## src/hw/rtl/ffba_pkg.sv

```systemverilog
// shared types and constants for the first-fit block allocator
// no dependencies; imported by ffba_cell, ffba_ctrl, the top level and the checker

package ffba_pkg;

    localparam int ADDR_W = 20;
    localparam int SIZE_W = 21;
    localparam int BASE_W = 21;
    localparam int KEY_W  = 22;
    localparam int END_W  = 23;
    localparam int MODE_W = 2;
    localparam int TDATA_W = 48;

    localparam logic [MODE_W-1:0] MODE_ALLOC   = 2'd0;
    localparam logic [MODE_W-1:0] MODE_FREE    = 2'd1;
    localparam logic [MODE_W-1:0] MODE_RELEASE = 2'd2;
    localparam logic [MODE_W-1:0] MODE_UNUSED  = 2'd3;

    localparam logic [SIZE_W-1:0] POOL_LIMIT_RESET = 21'h100000;
    localparam logic [END_W-1:0]  ADDR_SPACE_END   = 23'h100000;

    typedef enum logic [1:0] {
        ST_OK        = 2'd0,
        ST_NO_SPACE  = 2'd1,
        ST_NOT_FOUND = 2'd2
    } status_t;

    typedef struct packed {
        logic [BASE_W-1:0] base;
        logic [SIZE_W-1:0] size;
        logic              is_free;
    } entry_t;

    typedef struct packed {
        logic              active;
        logic              op_free;
        logic              done;
        logic [KEY_W-1:0]  key;
        logic [BASE_W-1:0] hit_base;
        logic [SIZE_W-1:0] hit_size;
    } probe_t;

endpackage

```

## src/hw/rtl/ffba_cell.sv

```systemverilog
// one table cell: holds an entry and checks the passing probe against it
// depends on ffba_pkg

module ffba_cell #(
    parameter int CNT_W = 7
) (
    input  logic                 clk,
    input  logic                 rst_n,
    input  logic                 shift_en,
    input  ffba_pkg::entry_t     entry_in,
    output ffba_pkg::entry_t     entry_out,
    input  ffba_pkg::probe_t     probe_in,
    input  logic [CNT_W-1:0]     remaining_in,
    output ffba_pkg::probe_t     probe_out,
    output logic [CNT_W-1:0]     remaining_out
);
    import ffba_pkg::*;

    entry_t             entry_reg;
    probe_t             probe_reg;
    probe_t             probe_next;
    logic [CNT_W-1:0]   remaining_reg;
    logic [CNT_W-1:0]   remaining_next;
    logic               live;
    logic               match;
    logic               hit;

    assign live  = remaining_in != '0;
    assign match = probe_in.op_free ?
                   ({1'b0, entry_reg.base} == probe_in.key) :
                   (entry_reg.is_free && ({1'b0, entry_reg.size} >= probe_in.key));
    assign hit   = probe_in.active && !probe_in.done && live && match;

    always_comb
    begin
        probe_next     = probe_in;
        remaining_next = live ? remaining_in - CNT_W'(1) : remaining_in;
        if (hit)
        begin
            probe_next.done     = 1'b1;
            probe_next.hit_base = entry_reg.base;
            probe_next.hit_size = entry_reg.size;
        end
    end

    always_ff @(posedge clk or negedge rst_n)
    begin
        if (!rst_n)
        begin
            probe_reg     <= '0;
            remaining_reg <= '0;
        end
        else
        begin
            probe_reg     <= probe_next;
            remaining_reg <= remaining_next;
        end
    end

    // entry payload, undefined until shifted in
    always_ff @(posedge clk)
    begin
        if (shift_en)
            entry_reg <= entry_in;
        else if (hit)
            entry_reg.is_free <= probe_in.op_free;
    end

    assign entry_out     = entry_reg;
    assign probe_out     = probe_reg;
    assign remaining_out = remaining_reg;

endmodule

```

## config.mk

```make
export PLATFORM = sky130hd
export DESIGN_NAME = ffba_cell
export DESIGN_NICKNAME = d
export VERILOG_FILES = /design/src/hw/rtl/ffba_pkg.sv /design/src/hw/rtl/ffba_cell.sv
export SDC_FILE = /design/constraint.sdc
export NUM_CORES = 1
export LEC_CHECK = 0
export BUFFER_PORTS_ARGS = -buffer_cell sky130_fd_sc_hd__buf_2
export CORE_UTILIZATION = 40
export CTS_CLUSTER_SIZE = 20
export DETAILED_ROUTE_END_ITERATION = 7
export GPL_TIMING_DRIVEN = 0
export PLACE_DENSITY_LB_ADDON = 0.1
export SYNTH_ARGS = -nofsm -noshare
export SYNTH_HDL_FRONTEND = slang
export SYNTH_SLANG_ARGS = --single-unit
```

## constraint.sdc

```tcl
create_clock -name clk -period 4.2 [get_ports clk]
set_input_delay 0.42 -clock clk [delete_from_list [all_inputs] [get_ports clk]]
set_output_delay 0.42 -clock clk [all_outputs]
set_load 0.02 [all_outputs]
```

**Word-level counts from Yosys, hierarchy flattened**

Index checks and enable logic that the tools add are counted.

- Input bits: 120
- Output and inout port bits: 117
- Register bits after elaboration: 117
- Logic and storage cells: 26

- Reduce and logical (&&, ||, !) cells: 7
- Add/subtract/negate cells: 1
- Order comparisons: 1
- Equality and inequality tests: 1
- Multiplexer cells: 6

Operators with widths:

| kind | number |
|---|---|
| 42-bit 2-to-1 mux | 1 |
| 21-bit by 22-bit equality test with 1-bit output | 1 |
| 21-bit by 22-bit >= comparator with 1-bit output | 1 |
| 7-bit 2-to-1 mux | 1 |
| 7-bit nonzero test | 1 |
| 7-bit by 1-bit subtractor with 7-bit output, second input constant | 1 |
| 1-bit logical AND | 4 |
| 1-bit 2-to-1 mux | 4 |
| 2-bit nonzero test | 1 |
| 1-bit zero test | 1 |

**Longest topological paths before layout**

- Depth in word-level cells: 6
- Gate-level depth with buffers: 9
- Gate-level depth less buffers: 8

**Worst setup path after synthesis**

OpenSTA, ideal clock, no wires.

- Path type: reg-to-reg
- Start point: register entry_reg (netlist bit entry_out[12])
- End point: register probe_reg (netlist bit probe_out[10])
- Path buffers: 1
- Data required time: 4075 ps
- Arrival time: 2629 ps
- Setup slack: 1446 ps
- Stages on the path, launching flop included: 9
- Clock period less this slack: 2754 ps
- Setup time: 125 ps
- Cell sequence: edfxtp_1 ha_1 a21o_1 a21o_1 a2111oi_2 o41ai_1 a211oi_4 buf_6 mux2_4

RTL lines:

| element | line | text |
|---|---|---|
| from (decl) | ffba_cell.sv:19 | `entry_t entry_reg;` |
| from (signal assigned) | ffba_cell.sv:64 | `entry_reg <= entry_in;` |
| to (signal assigned) | ffba_cell.sv:55 | `probe_reg <= probe_next;` |
| to (decl) | ffba_cell.sv:20 | `probe_t probe_reg;` |

==> metrics <==
status=finished with violations; failing checks=design-rule violations; Gate power share=roughly an eighth; fraction of registers with async set/reset=63.2%; post-synth net total=438; std cell rows=39; fin nets=695; kind of critical path=flip-flop to flip-flop; Overall Global Routing Usage=about a fifth; die area=12400 um2; Critical path origin=entry_out[12]; Max Freq=between 0.3 and 0.4 GHz; Die Y=111 um; Final setup viols=0; part of the power in registers=41.9%; Pins Over Slew Limit=0; fillers=roughly 950; Slew Limit Headroom=26.5%; clock-pin slew on the worst setup and hold paths=50 ps; most instantiated cells after synthesis=dfrtp_1 (74), edfxtp_1 (43), mux2_4 (38); Yosys warnings=0; Net Sw Power=750 uW; most used cell, CP=a21o_1; clk_lat worst skew=between 400 and 500 ps; PwrDens=about 460 nW/um2; MaxCap Viol Count=0; Area growth syn-to-layout=41.8%; Vias/cell=4.63; Critical Path RT=4480 ps; first-pass GRT wire length=18000 um; final wirelength=11800 um; Fin Clk Skew=9.59 ps; number of synthesized register bits=117; antenna diode count=0; clock tree root driver cell=clkbuf_16; vias=3278; share of cells above drive strength 1=between 50% and 60%; die width=111 um; EDFF count, synth=43; CTS tree=yes; top post-synthesis cells by area=dfrtp_1 (39%), edfxtp_1 (27%), mux2_4 (12%); initial core utilization=41.4%; largest family of logic cells by synthesized area=multiplexers; Min Clock Period, post-route=3110 ps; Crit. End Element=flip-flop; R2R depth=8; antenna-violating nets left=0; Worst Setup Start Kind=flip-flop; Tcrit/Tclk final=74.1%; area share of the largest cell type after synthesis=38.6%; initial antenna violation count=0; Switching Fraction=24.0%; Mapped Area=around 4800 um2; worst min path class=input port to flip-flop; largest net degree at the start of global routing=between 40 and 50; Synth area leader=dfrtp_1; Worst-Margin Slew=1100 ps; number of port buffers=236; mux cell area share after synthesis=a little over an eighth; TritonRoute pass-1 iters=7; vias in the first global route=3348; Placer Congestion=between 0.7 and 0.8; H-tree depth=4; RR Endpoint=probe_out[31]; Cells after Synth=approximately 300; simple-gate share of the synthesized area=4.72%; Final Power=approximately 3100 uW; GRT Residual Overflow=0; Avg WL per Cell=16.7 um; CP cell instances=ha_1, a21o_1, a21o_1, a2111oi_2, o41ai_1, a211oi_4, buf_6, mux2_4; IO Count=237; RSZ-0062 raised after global routing=false; DRT iter0 DRCs=171; most common cell in the synthesized netlist=dfrtp_1; CTS Sinks=117; setup TNS=0 ps; drt drc=16; Distinct cells, synth=30; xor/xnor share of the synthesized area=approximately 4.8%; crit path DAT=3390 ps; crit path to=probe_out[31]; sequential area share after synthesis=between 60% and 70%; Adder-Cell Fraction of Synth Area=6.00%; Worst path max stage delay=640 ps; reg-to-reg setup timing slack=1090 ps; worst vdd ir=0.300 mV; Inserted Clock Buffers=17; syn_area_per_cell=16.2 um2; Crit-path slowest cell=a211oi_4; maximum clock path buffer count=2; Int Pwr=2380 uW; endpoints failing hold=0; Worst R2R Start=entry_out[12]; Top FF cell, synth=dfrtp_1; critical-path maximum fanout=10; Pleak=0.00347 uW; Final HPWL DP=9070 um; clock network power share=45.4%; compound-gate portion of the synthesized area=2.90%; core box area=around 12000 um2
## logic make-up after synthesis
family,count (synthesis)
flops,117
simple gates,40
buf+inv,28
compound gates,18
fa+ha+maj,23
xor+xnor,26
mux,43
## what timing repair did
action / CTS / global route
gates resized for setup: 0 / 0
hold buffers: 1 / 0
setup buffers: 0 / 0
hold endpoints to repair: 32 / 0
## registers in the layout (all words and copies together) (netlist names)
register	flops
remaining_out	7
entry_out	43
probe_out	67
## metal layers
layer | share of wire [%] | vias up | global-route usage [%]
met5 | 0 | - | 0
li1 | - | 1559 | -
met2 | 51 | 144 | 33.3
met1 | 40 | 1562 | 23.6
met3 | 8.1 | 13 | 6.42
met4 | 1.3 | 0 | 8.29
## worst max-delay path, delay by kind of cell (launching register included)
kind / cells / cell delay [ps]
adder cells (fa/ha/maj): 1 / 340
buffers and inverters: 1 / 280
multiplexers: 1 / 320
AO/OA/AOI/OAI: 5 / 1590
flip-flops: 1 / 450
## power by group through the flow
stage               Clock, uW  Sequential [uW]  Combinational [uW]
floorplan                   0             1420                 110
global placement            0             1330                 394
detailed placement          0             1330                 403
CTS                      1450             1310                 405
global route             1500             1320                 433
finish                   1420             1310                 398
## cell usage in the layout (no fill, tap or decap), types with 3 or more instances in the layout
cell type and count:
clkbuf_8 4, nor3_1 3, buf_2 235, clkbuf_16 19
xnor2_1 5, nand2_1 8, mux2_4 38, a21oi_1 8
xor2_1 21, clkinv_2 6, nor2_1 7, mux2_2 5
nand2b_1 4, dfrtp_1 74, inv_1 23, edfxtp_1 43
nand4_1 3, nor4_1 7, a21o_1 4, buf_6 5
ha_1 23
## stage by stage
| step | std cells | worst slack (ps) | util (%) | cell area (um2) | hold WS (ps) |
|---|---|---|---|---|---|
| global placement | 674 | 954 | 53.2 | 6150 | 526 |
| floorplan | 295 | 1450 | - | 4790 | 124 |
| detailed placement | 675 | 889 | 53.5 | 6180 | 397 |
| finish | 708 | 1090 | 58.8 | 6800 | 139 |
| CTS | 708 | 1030 | 58.8 | 6800 | 110 |
| global route | 708 | 903 | 58.8 | 6800 | 125 |
## layout make-up
| type | count | area [um2] | area share (%) |
|---|---|---|---|
| plain buffers | 5 | 56.3 | 0.829 |
| clock buffers | 24 | 534 | 7.86 |
| clock inverters | 8 | 67.6 | 0.994 |
| inverters | 23 | 86.3 | 1.27 |
| multi-input cells | 150 | 1510 | 22.2 |
| flip-flops and latches | 117 | 3140 | 46.3 |
| well taps | 143 | 179 | 2.63 |
| repair buffers | 238 | 1220 | 18.0 |
## worst min path at each step
stage,endpoint,from,cells past startpoint
2_1_floorplan,probe_out[0],rst_n,0
3_3_place_gp,probe_out[0],entry_out[1],1
3_5_place_dp,probe_out[14],rst_n,1
4_1_cts,probe_out[66],probe_in[66],1
5_1_grt,probe_out[66],probe_in[66],1
6_report,probe_out[66],probe_in[66],1
Note: power is estimated with default switching activity, not from simulation.
