File: config.mk
export PLATFORM = sky130hd
export DESIGN_NAME = ffba_ctrl
export DESIGN_NICKNAME = d
export VERILOG_FILES = /design/src/hw/rtl/ffba_pkg.sv /design/src/hw/rtl/ffba_ctrl.sv
export SDC_FILE = /design/constraint.sdc
export NUM_CORES = 1
export LEC_CHECK = 0
export BUFFER_PORTS_ARGS = -buffer_cell sky130_fd_sc_hd__buf_4
export CAP_MARGIN = 0
export CORE_MARGIN = 4
export CORE_UTILIZATION = 25
export CTS_CLUSTER_SIZE = 28
export DETAILED_ROUTE_END_ITERATION = 6
export HOLD_SLACK_MARGIN = 0.15
export PLACE_DENSITY = 0.42
export SLEW_MARGIN = 20
export SYNTH_ARGS = -nofsm -noshare
export SYNTH_HDL_FRONTEND = slang
export SYNTH_SLANG_ARGS = --single-unit
File: constraint.sdc
create_clock -name clk -period 5.8 [get_ports clk]
set_clock_uncertainty 0.1 [all_clocks]
set_input_delay 1.16 -clock clk [delete_from_list [all_inputs] [get_ports clk]]
set_output_delay 1.16 -clock clk [all_outputs]
set_load 0.05 [all_outputs]
File: src/hw/rtl/ffba_pkg.sv
// shared types and constants for the first-fit block allocator
// no dependencies; imported by ffba_cell, ffba_ctrl, the top level and the checker

package ffba_pkg;

    localparam int ADDR_W = 20;
    localparam int SIZE_W = 21;
    localparam int BASE_W = 21;
    localparam int KEY_W  = 22;
    localparam int END_W  = 23;
    localparam int MODE_W = 2;
    localparam int TDATA_W = 48;

    localparam logic [MODE_W-1:0] MODE_ALLOC   = 2'd0;
    localparam logic [MODE_W-1:0] MODE_FREE    = 2'd1;
    localparam logic [MODE_W-1:0] MODE_RELEASE = 2'd2;
    localparam logic [MODE_W-1:0] MODE_UNUSED  = 2'd3;

    localparam logic [SIZE_W-1:0] POOL_LIMIT_RESET = 21'h100000;
    localparam logic [END_W-1:0]  ADDR_SPACE_END   = 23'h100000;

    typedef enum logic [1:0] {
        ST_OK        = 2'd0,
        ST_NO_SPACE  = 2'd1,
        ST_NOT_FOUND = 2'd2
    } status_t;

    typedef struct packed {
        logic [BASE_W-1:0] base;
        logic [SIZE_W-1:0] size;
        logic              is_free;
    } entry_t;

    typedef struct packed {
        logic              active;
        logic              op_free;
        logic              done;
        logic [KEY_W-1:0]  key;
        logic [BASE_W-1:0] hit_base;
        logic [SIZE_W-1:0] hit_size;
    } probe_t;

endpackage

File: src/hw/rtl/ffba_ctrl.sv
// sequencer: takes beats, launches probes down the cell chain, carves new blocks
// depends on ffba_pkg

module ffba_ctrl #(
    parameter int MAX_BLOCKS   = 64,
    parameter int HEADER_BYTES = 24,
    parameter int CNT_W        = 7
) (
    input  logic                          clk,
    input  logic                          rst_n,
    input  logic                          s_axis_tvalid,
    output logic                          s_axis_tready,
    input  logic [ffba_pkg::TDATA_W-1:0]  s_axis_tdata,
    input  logic [ffba_pkg::MODE_W-1:0]   s_axis_tuser,
    output logic                          m_axis_tvalid,
    input  logic                          m_axis_tready,
    output logic [ffba_pkg::TDATA_W-1:0]  m_axis_tdata,
    output logic [1:0]                    m_axis_tuser,
    input  logic                          cfg_valid,
    output logic                          cfg_ready,
    input  logic [ffba_pkg::SIZE_W-1:0]   cfg_data,
    output ffba_pkg::probe_t              launch,
    output logic [CNT_W-1:0]              launch_remaining,
    input  ffba_pkg::probe_t              result,
    output logic                          shift_en,
    output ffba_pkg::entry_t              shift_entry
);
    import ffba_pkg::*;

    typedef enum logic [1:0] {S_IDLE, S_SCAN, S_FINISH} state_t;
    typedef enum logic [1:0] {OP_ALLOC, OP_FREE, OP_CLEAR, OP_NOP} op_t;

    state_t             state_reg;
    op_t                op_reg;
    logic [KEY_W-1:0]   aligned_reg;
    logic [END_W-1:0]   end_reg;
    logic [CNT_W-1:0]   count_reg;
    logic [SIZE_W-1:0]  bump_reg;
    logic [SIZE_W-1:0]  pool_limit_reg;
    probe_t             launch_reg;
    logic [CNT_W-1:0]   launch_rem_reg;
    logic               res_done_reg;
    logic [BASE_W-1:0]  res_base_reg;
    logic [SIZE_W-1:0]  res_size_reg;
    logic               m_valid_reg;
    logic [TDATA_W-1:0] m_data_reg;
    status_t            m_status_reg;

    logic [SIZE_W-1:0]  in_request;
    logic [ADDR_W-1:0]  in_address;
    logic [KEY_W-1:0]   aligned_c;
    logic [END_W-1:0]   end_c;
    logic               accept;
    logic               out_free;
    logic               carve_ok;
    logic [BASE_W-1:0]  new_base;

    assign in_request = s_axis_tdata[SIZE_W-1:0];
    assign in_address = s_axis_tdata[SIZE_W+ADDR_W-1:SIZE_W];
    assign aligned_c  = ({1'b0, in_request} + KEY_W'(7)) & ~KEY_W'(7);
    assign end_c      = {2'b00, bump_reg} + END_W'(HEADER_BYTES) + {1'b0, aligned_c};

    assign s_axis_tready = state_reg == S_IDLE;
    assign accept        = s_axis_tvalid && s_axis_tready;
    assign out_free      = !m_valid_reg || m_axis_tready;
    assign cfg_ready     = 1'b1;

    assign carve_ok = (count_reg != CNT_W'(MAX_BLOCKS)) &&
                      (end_reg <= {2'b00, pool_limit_reg}) &&
                      (end_reg <= ADDR_SPACE_END);
    assign new_base = BASE_W'({2'b00, bump_reg} + END_W'(HEADER_BYTES));

    assign shift_en = (state_reg == S_FINISH) && out_free && (op_reg == OP_ALLOC) &&
                      !res_done_reg && carve_ok;
    assign shift_entry.base    = new_base;
    assign shift_entry.size    = aligned_reg[SIZE_W-1:0];
    assign shift_entry.is_free = 1'b0;

    always_ff @(posedge clk or negedge rst_n)
    begin
        if (!rst_n)
        begin
            pool_limit_reg <= POOL_LIMIT_RESET;
        end
        else if (cfg_valid && cfg_ready)
        begin
            pool_limit_reg <= cfg_data;
        end
    end

    always_ff @(posedge clk or negedge rst_n)
    begin
        if (!rst_n)
        begin
            state_reg      <= S_IDLE;
            op_reg         <= OP_NOP;
            aligned_reg    <= '0;
            end_reg        <= '0;
            count_reg      <= '0;
            bump_reg       <= '0;
            launch_reg     <= '0;
            launch_rem_reg <= '0;
            res_done_reg   <= 1'b0;
            res_base_reg   <= '0;
            res_size_reg   <= '0;
            m_valid_reg    <= 1'b0;
            m_data_reg     <= '0;
            m_status_reg   <= ST_OK;
        end
        else
        begin
            if (!accept)
                launch_reg.active <= 1'b0;
            if (m_valid_reg && m_axis_tready && state_reg != S_FINISH)
                m_valid_reg <= 1'b0;

            unique case (state_reg)
                S_IDLE:
                begin
                    if (accept)
                    begin
                        aligned_reg    <= aligned_c;
                        end_reg        <= end_c;
                        launch_rem_reg <= count_reg;
                        res_done_reg   <= 1'b0;
                        unique case (s_axis_tuser)
                            MODE_ALLOC:
                            begin
                                op_reg     <= OP_ALLOC;
                                launch_reg <= '{active: 1'b1, op_free: 1'b0, done: 1'b0,
                                               key: aligned_c, hit_base: '0, hit_size: '0};
                                state_reg  <= S_SCAN;
                            end
                            MODE_FREE:
                            begin
                                if (in_address == '0)
                                begin
                                    op_reg    <= OP_NOP;
                                    state_reg <= S_FINISH;
                                end
                                else
                                begin
                                    op_reg     <= OP_FREE;
                                    launch_reg <= '{active: 1'b1, op_free: 1'b1, done: 1'b0,
                                                   key: KEY_W'(in_address),
                                                   hit_base: '0, hit_size: '0};
                                    state_reg  <= S_SCAN;
                                end
                            end
                            MODE_RELEASE:
                            begin
                                op_reg    <= OP_CLEAR;
                                state_reg <= S_FINISH;
                            end
                            MODE_UNUSED:
                            begin
                                op_reg    <= OP_NOP;
                                state_reg <= S_FINISH;
                            end
                        endcase
                    end
                end
                S_SCAN:
                begin
                    if (result.active)
                    begin
                        res_done_reg <= result.done;
                        res_base_reg <= result.hit_base;
                        res_size_reg <= result.hit_size;
                        state_reg    <= S_FINISH;
                    end
                end
                S_FINISH:
                begin
                    if (out_free)
                    begin
                        m_valid_reg <= 1'b1;
                        state_reg   <= S_IDLE;
                        unique case (op_reg)
                            OP_ALLOC:
                            begin
                                if (res_done_reg)
                                begin
                                    m_data_reg   <= TDATA_W'({1'b1, res_size_reg,
                                                              res_base_reg[ADDR_W-1:0]});
                                    m_status_reg <= ST_OK;
                                end
                                else if (carve_ok)
                                begin
                                    m_data_reg   <= TDATA_W'({1'b0, aligned_reg[SIZE_W-1:0],
                                                              new_base[ADDR_W-1:0]});
                                    m_status_reg <= ST_OK;
                                    count_reg    <= count_reg + CNT_W'(1);
                                    bump_reg     <= end_reg[SIZE_W-1:0];
                                end
                                else
                                begin
                                    m_data_reg   <= '0;
                                    m_status_reg <= ST_NO_SPACE;
                                end
                            end
                            OP_FREE:
                            begin
                                m_data_reg <= '0;
                                if (res_done_reg)
                                    m_status_reg <= ST_OK;
                                else
                                    m_status_reg <= ST_NOT_FOUND;
                            end
                            OP_CLEAR:
                            begin
                                m_data_reg   <= '0;
                                m_status_reg <= ST_OK;
                                count_reg    <= '0;
                                bump_reg     <= '0;
                            end
                            OP_NOP:
                            begin
                                m_data_reg   <= '0;
                                m_status_reg <= ST_OK;
                            end
                        endcase
                    end
                end
                default:
                begin
                    state_reg <= S_IDLE;
                end
            endcase
        end
    end

    assign launch           = launch_reg;
    assign launch_remaining = launch_rem_reg;
    assign m_axis_tvalid    = m_valid_reg;
    assign m_axis_tdata     = m_data_reg;
    assign m_axis_tuser     = m_status_reg;

endmodule

After elaboration in Yosys (flattened, before gate mapping)
Cells that the tools add are included.
- reduce and logical (&&, ||, !) cells: 29
- multiplexer cells: 32
- eq/ne operators: 16
- add/sub/neg operators: 4
- order comparisons: 2
- operator list (operator ; number):
    $mux W67 ; 3
    $pmux W67 S2 ; 1
    $pmux W48 S2 ; 1
    $mux W21 ; 2
    $mux W42 ; 1
    $pmux W21 S2 ; 1
    $mux W41 ; 1
    $add A22 B22 Y23 ; 1
    $le A23 B21 Y1 ; 1
    $le A23 B21 Y1 const B ; 1
    $add A21 B3 Y22 const B ; 1
    $add A21 B5 Y22 const B ; 1
    $logic_not A20 Y1 ; 1
    $pmux W2 S3 ; 3
    $mux W7 ; 2
    $pmux W7 S2 ; 1
    $mux W2 ; 6
    $ne A2 B2 Y1 const B ; 6
    $eq A2 B2 Y1 const B ; 5
    $logic_and A1 B1 Y1 ; 9
    $mux W1 ; 8
    $pmux W2 S4 ; 1
    $add A7 B1 Y7 const B ; 1
    $ne A7 B7 Y1 const B ; 1
    13 further kinds ; 24
- output and inout bits: 171
- bits in registers: 261
- bits of input ports: 143
- word-level logic and storage cells: 103

Logic depth before layout (Yosys ltp)
- depth after elaboration: 7
- mapped depth: 14
- gate-level depth less buffers: 14

Worst setup path before layout
OpenSTA, ideal clock, no wires.
- kind: reg2reg
- start: reg bump_reg[3]
- end: reg end_reg[21]
- data required time: 5576 ps
- stages on the path, launching flop included: 15
- library setup time: 124 ps
- setup slack: 1169 ps
- arrival time: 4407 ps
- path buffers: 0
- clock period less this slack: 4631 ps
- cell sequence: dfrtp_1 > inv_1 > ha_1 > nand3b_1 > xnor2_1 > ha_1 > o21ai_0 > a21oi_1 > nor2_1 > maj3_2 > or4b_4 > a41oi_1 > a21oi_1 > o21a_1 > o31a_1
- RTL lines (what ; line ; text):
    from (decl) ; ffba_ctrl.sv:38 ; logic [SIZE_W-1:0] bump_reg;
    from (signal assigned) ; ffba_ctrl.sv:194 ; bump_reg <= end_reg[SIZE_W-1:0];
    to (signal assigned) ; ffba_ctrl.sv:123 ; end_reg <= end_c;
    to (decl) ; ffba_ctrl.sv:36 ; logic [END_W-1:0] end_reg;

Worst setup path after layout
- start: reg end_reg[8]
- end: out shift_en
- word-level cells in the longest chain between the ends: 4
- elaborated cells between the ends (all ways): 5
- classes of those cells: order compare: 2; reduce/logical: 3
- RTL lines (what ; line ; text):
    $le A23 B21 Y1 ; ffba_ctrl.sv:69 ; (end_reg <= {2'b00, pool_limit_reg}) &&
    $logic_and A1 B1 Y1 ; ffba_ctrl.sv:68 ; assign carve_ok = (count_reg != CNT_W'(MAX_BLOCKS)) &&
    $logic_and A1 B1 Y1 * ; ffba_ctrl.sv:69 ;
    $logic_and A1 B1 Y1 * ; ffba_ctrl.sv:74 ; !res_done_reg && carve_ok;
    to (decl) ; ffba_ctrl.sv:25 ; output logic shift_en,
Every way passes the cells marked *; elsewhere a longest branch is shown, timed or not.

==> run_results.csv <==
group,metric,value,unit
detailed_routing,dr.pass1.iters,6,
detailed_routing,routed_wl,37.9,mm
detailed_routing,routed.top_layer,"met4",
detailed_routing,antenna_left,0,
setup_path,r2r_start,"bump_reg[3]",
sta,min_period_over_period,85.8,%
floorplanning,initial_core_util,25.4,%
sta,rsz0062_at_grt,"false",
clock_network,clkSlewWorstSetupHoldPaths,0.06,ns
clock_network,cts_tree,"done",
synth,synth_cells,1130,
setup_path,end_kind,"primary output",
floorplanning,pin_count,314,
detailed_routing,drc_errors,0,
placed_design,dp_cells,1905,
setup_path,path_class,"reg -> out",
synth,ys_ff_latch,212,
sta,worstMarginPinSlew,0.913,ns
placed_design,hpwl,28.3,mm
final_layout,largest_register_ffs,42,
detailed_routing,drtIter0Drc,534,
global_routing,grt.total_usage,15.5,%
clock_network,clk_path_buf_depth,3,
final_layout,final_util,32.5,%
setup_path,arrival,3.72,ns
clock_network,cts_setup_buffers,0,
sta,holdWs,0.379,ns
min_path,hp-class,"reg -> reg",
detailed_routing,wire_per_inst,19.4,um
setup_path,crit_path_top_delay_cell,"o21ai_0",
sta,hold_violations,0,
final_layout,final_cells,1954,
synth,avgSynthCellArea,9.73,um^2
placed_design,routabilityCongestion,0.814,
pwr,p_per_area,561,mW/mm^2
sta,setup_tns,0,ns
pwr,power_leakage,0.00674,uW
final_layout,n_fill_cell,4522,
clock_network,htreeDepth,1,
global_routing,antenna_found_initial,1,
setup_path,cp.required,4.54,ns
final_layout,final_nets,1533,
synth,synthesis.area,0.0110,mm^2
setup_path,crit_path_cell_trace,"ha_1 > a21o_1 > a21o_1 > a21oi_1 > o21a_1 > a21oi_1 > o21ai_0 > a31oi_2 > or3_1 > clkinv_1 > buf_4",
clock_network,clock-sinks,212,
synth,synth_edf_count,0,
synth,async_flop_share,100,%
clock_network,cts_made_buffers,26,
setup_path,cp_max_fo,10,
detailed_routing,route.met3.wl,2.30,mm
clock_network,cts.repair.resized,0,
setup_path,worstSetupStartpoint,"end_reg[8]",
min_path,min_from,"m_axis_tdata[41]",
global_routing,globalRouteOverflowTotal,0,
floorplanning,core_area,0.0433,mm^2
sta,fmax,201,MHz
sta,slew_headroom,38.7,%
synth,synth_cell_types,67,
floorplanning,placementRows,76,
floorplanning,dieArea,0.0474,mm^2
detailed_routing,via_count,8761,
detailed_routing,dr_wl_met2,17.7,mm
synth,yosysSeqAreaShare,48.3,%
setup_path,crit_path_max_incr_delay,0.59,ns
pwr,power,7870,uW
setup_path,start_kind,"flip-flop",
setup_path,critPathTopFamily,"compound AO/OA/AOI/OAI gates",
synth,ys.flop_type,"dfrtp_1",
floorplanning,die_w,218,um
global_routing,grt_pass1_wl,56.7,mm
sta,maxSlewViolCount,0,
clock_network,clk_latency,0.54,ns
clock_network,ctsHoldBuffers,0,
synth,ys.warnings.count,0,
clock_network,cts-root-buf,"clkbuf_16",
job,maxCapViolCount,0,
final_layout,area_growth,27.7,%
placed_design,numPortBuffers,228,
detailed_routing,vias_per_cell,4.48,
sta,setup_viol,0,
global_routing,grt_max_degree,108,
status,outcome,"finished clean",
setup_path,crit_buf_inv,2,
floorplanning,die_y,218,um
final_layout,layout-drive-gt1-share,25.3,%
sta,timing.final.crit_period,4.98,ns
pwr,ir_worst_vdd,236,uV
global_routing,grt_pass1_vias,8745,
detailed_routing,met1_length,16.9,mm
[final timing paths]
path,to,slack [ns],cells after the start
setup / recovery,shift_en,0.82,11
hold / removal,m_axis_tdata[41],0.38,1
setup reg to reg,end_reg[21],1.31,14
hold reg to reg,m_axis_tdata[41],0.38,1
max in group asynchronous,res_base_reg[1],3.99,2
min in group asynchronous,launch[44],0.53,1
[layer usage]
metal | vias to the layer above | track usage [%]
met4 | 0 | 4.54
met5 | - | 0
met1 | 4223 | 21.0
met3 | 47 | 3.27
li1 | 4265 | -
met2 | 226 | 25.1
[Yosys cell counts (3+ instances only)]
| cell | n | area (um^2) |
|---|---|---|
| a21o_1 | 21 | 158 |
| a21oi_1 | 27 | 135 |
| a221o_1 | 7 | 70.1 |
| a22o_1 | 15 | 131 |
| a22oi_1 | 34 | 255 |
| a31oi_1 | 4 | 25.0 |
| a41oi_1 | 3 | 26.3 |
| and3_1 | 8 | 50.1 |
| buf_1 | 8 | 30.0 |
| buf_4 | 57 | 428 |
| clkbuf_1 | 39 | 146 |
| dfrtp_1 | 209 | 5230 |
| dfstp_2 | 3 | 78.8 |
| ha_1 | 41 | 513 |
| inv_1 | 77 | 289 |
| mux2_2 | 42 | 473 |
| nand2_1 | 152 | 571 |
| nand2b_1 | 10 | 62.6 |
| nand3_1 | 18 | 90.1 |
| nand3b_1 | 4 | 30.0 |
| nand4_1 | 11 | 68.8 |
| nor2_1 | 40 | 150 |
| nor2b_1 | 5 | 31.3 |
| nor3_1 | 10 | 50.1 |
| nor3b_1 | 3 | 22.5 |
| nor4_1 | 14 | 87.6 |
| o21a_1 | 7 | 52.6 |
| o21ai_0 | 153 | 766 |
| o31ai_1 | 5 | 37.5 |
| or3_1 | 4 | 25.0 |
| or4_1 | 4 | 30.0 |
| xnor2_1 | 27 | 236 |
| xor2_1 | 24 | 210 |
[cell usage in the layout, fill, tap and decap left out, drive strengths merged, types with 15 or more instances in the layout]
| cell type | instances |
|---|---|
| mux2 | 42 |
| xnor2 | 28 |
| clkbuf | 35 |
| conb | 54 |
| xor2 | 26 |
| a22o | 15 |
| a21o | 21 |
| dfrtp | 209 |
| o21ai | 153 |
| nor2 | 42 |
| nand3 | 19 |
| buf | 242 |
| inv | 77 |
| nand2 | 152 |
| a22oi | 34 |
| a21oi | 27 |
| ha | 41 |
[cell type report]
type / instances / area, um^2 / share of cell area (%)
flip-flops and latches: 212 / 5310 / 37.8
multi-input cells: 788 / 5000 / 35.6
repair buffers: 242 / 1840 / 13.1
clock buffers: 35 / 756 / 5.38
well taps: 585 / 732 / 5.21
inverters: 78 / 293 / 2.09
clock inverters: 12 / 113 / 0.802
diodes: 2 / 5.00 / 0.0356
[through the flow]
step	area [um^2]	setup WS, ns
4_1_cts	14000	0.834
5_1_grt	14000	0.668
2_1_floorplan	11200	1.17
3_5_place_dp	13200	0.674
3_3_place_gp	13200	0.724
6_report	14000	0.822
[power breakdown]
part	internal, uW	total [uW]	switching [uW]
registers	2040	2520	484
logic	1200	3690	2490
clock network	997	1660	665
total	4230	7870	3640
[cells by family (layout without fill, tap and decap cells)]
group / Yosys count / count (layout) / synth area share [%]
flops: 212 / 212 / 48.3
fa+ha+maj: 44 / 44 / 5.04
mux: 43 / 43 / 4.39
buf+inv: 182 / 367 / 8.16
xor+xnor: 54 / 54 / 4.71
compound gates: 297 / 297 / 16.8
simple gates: 296 / 296 / 12.5
other cells: 2 / 56 / 0.0683
(Power assumes the default switching activity.)
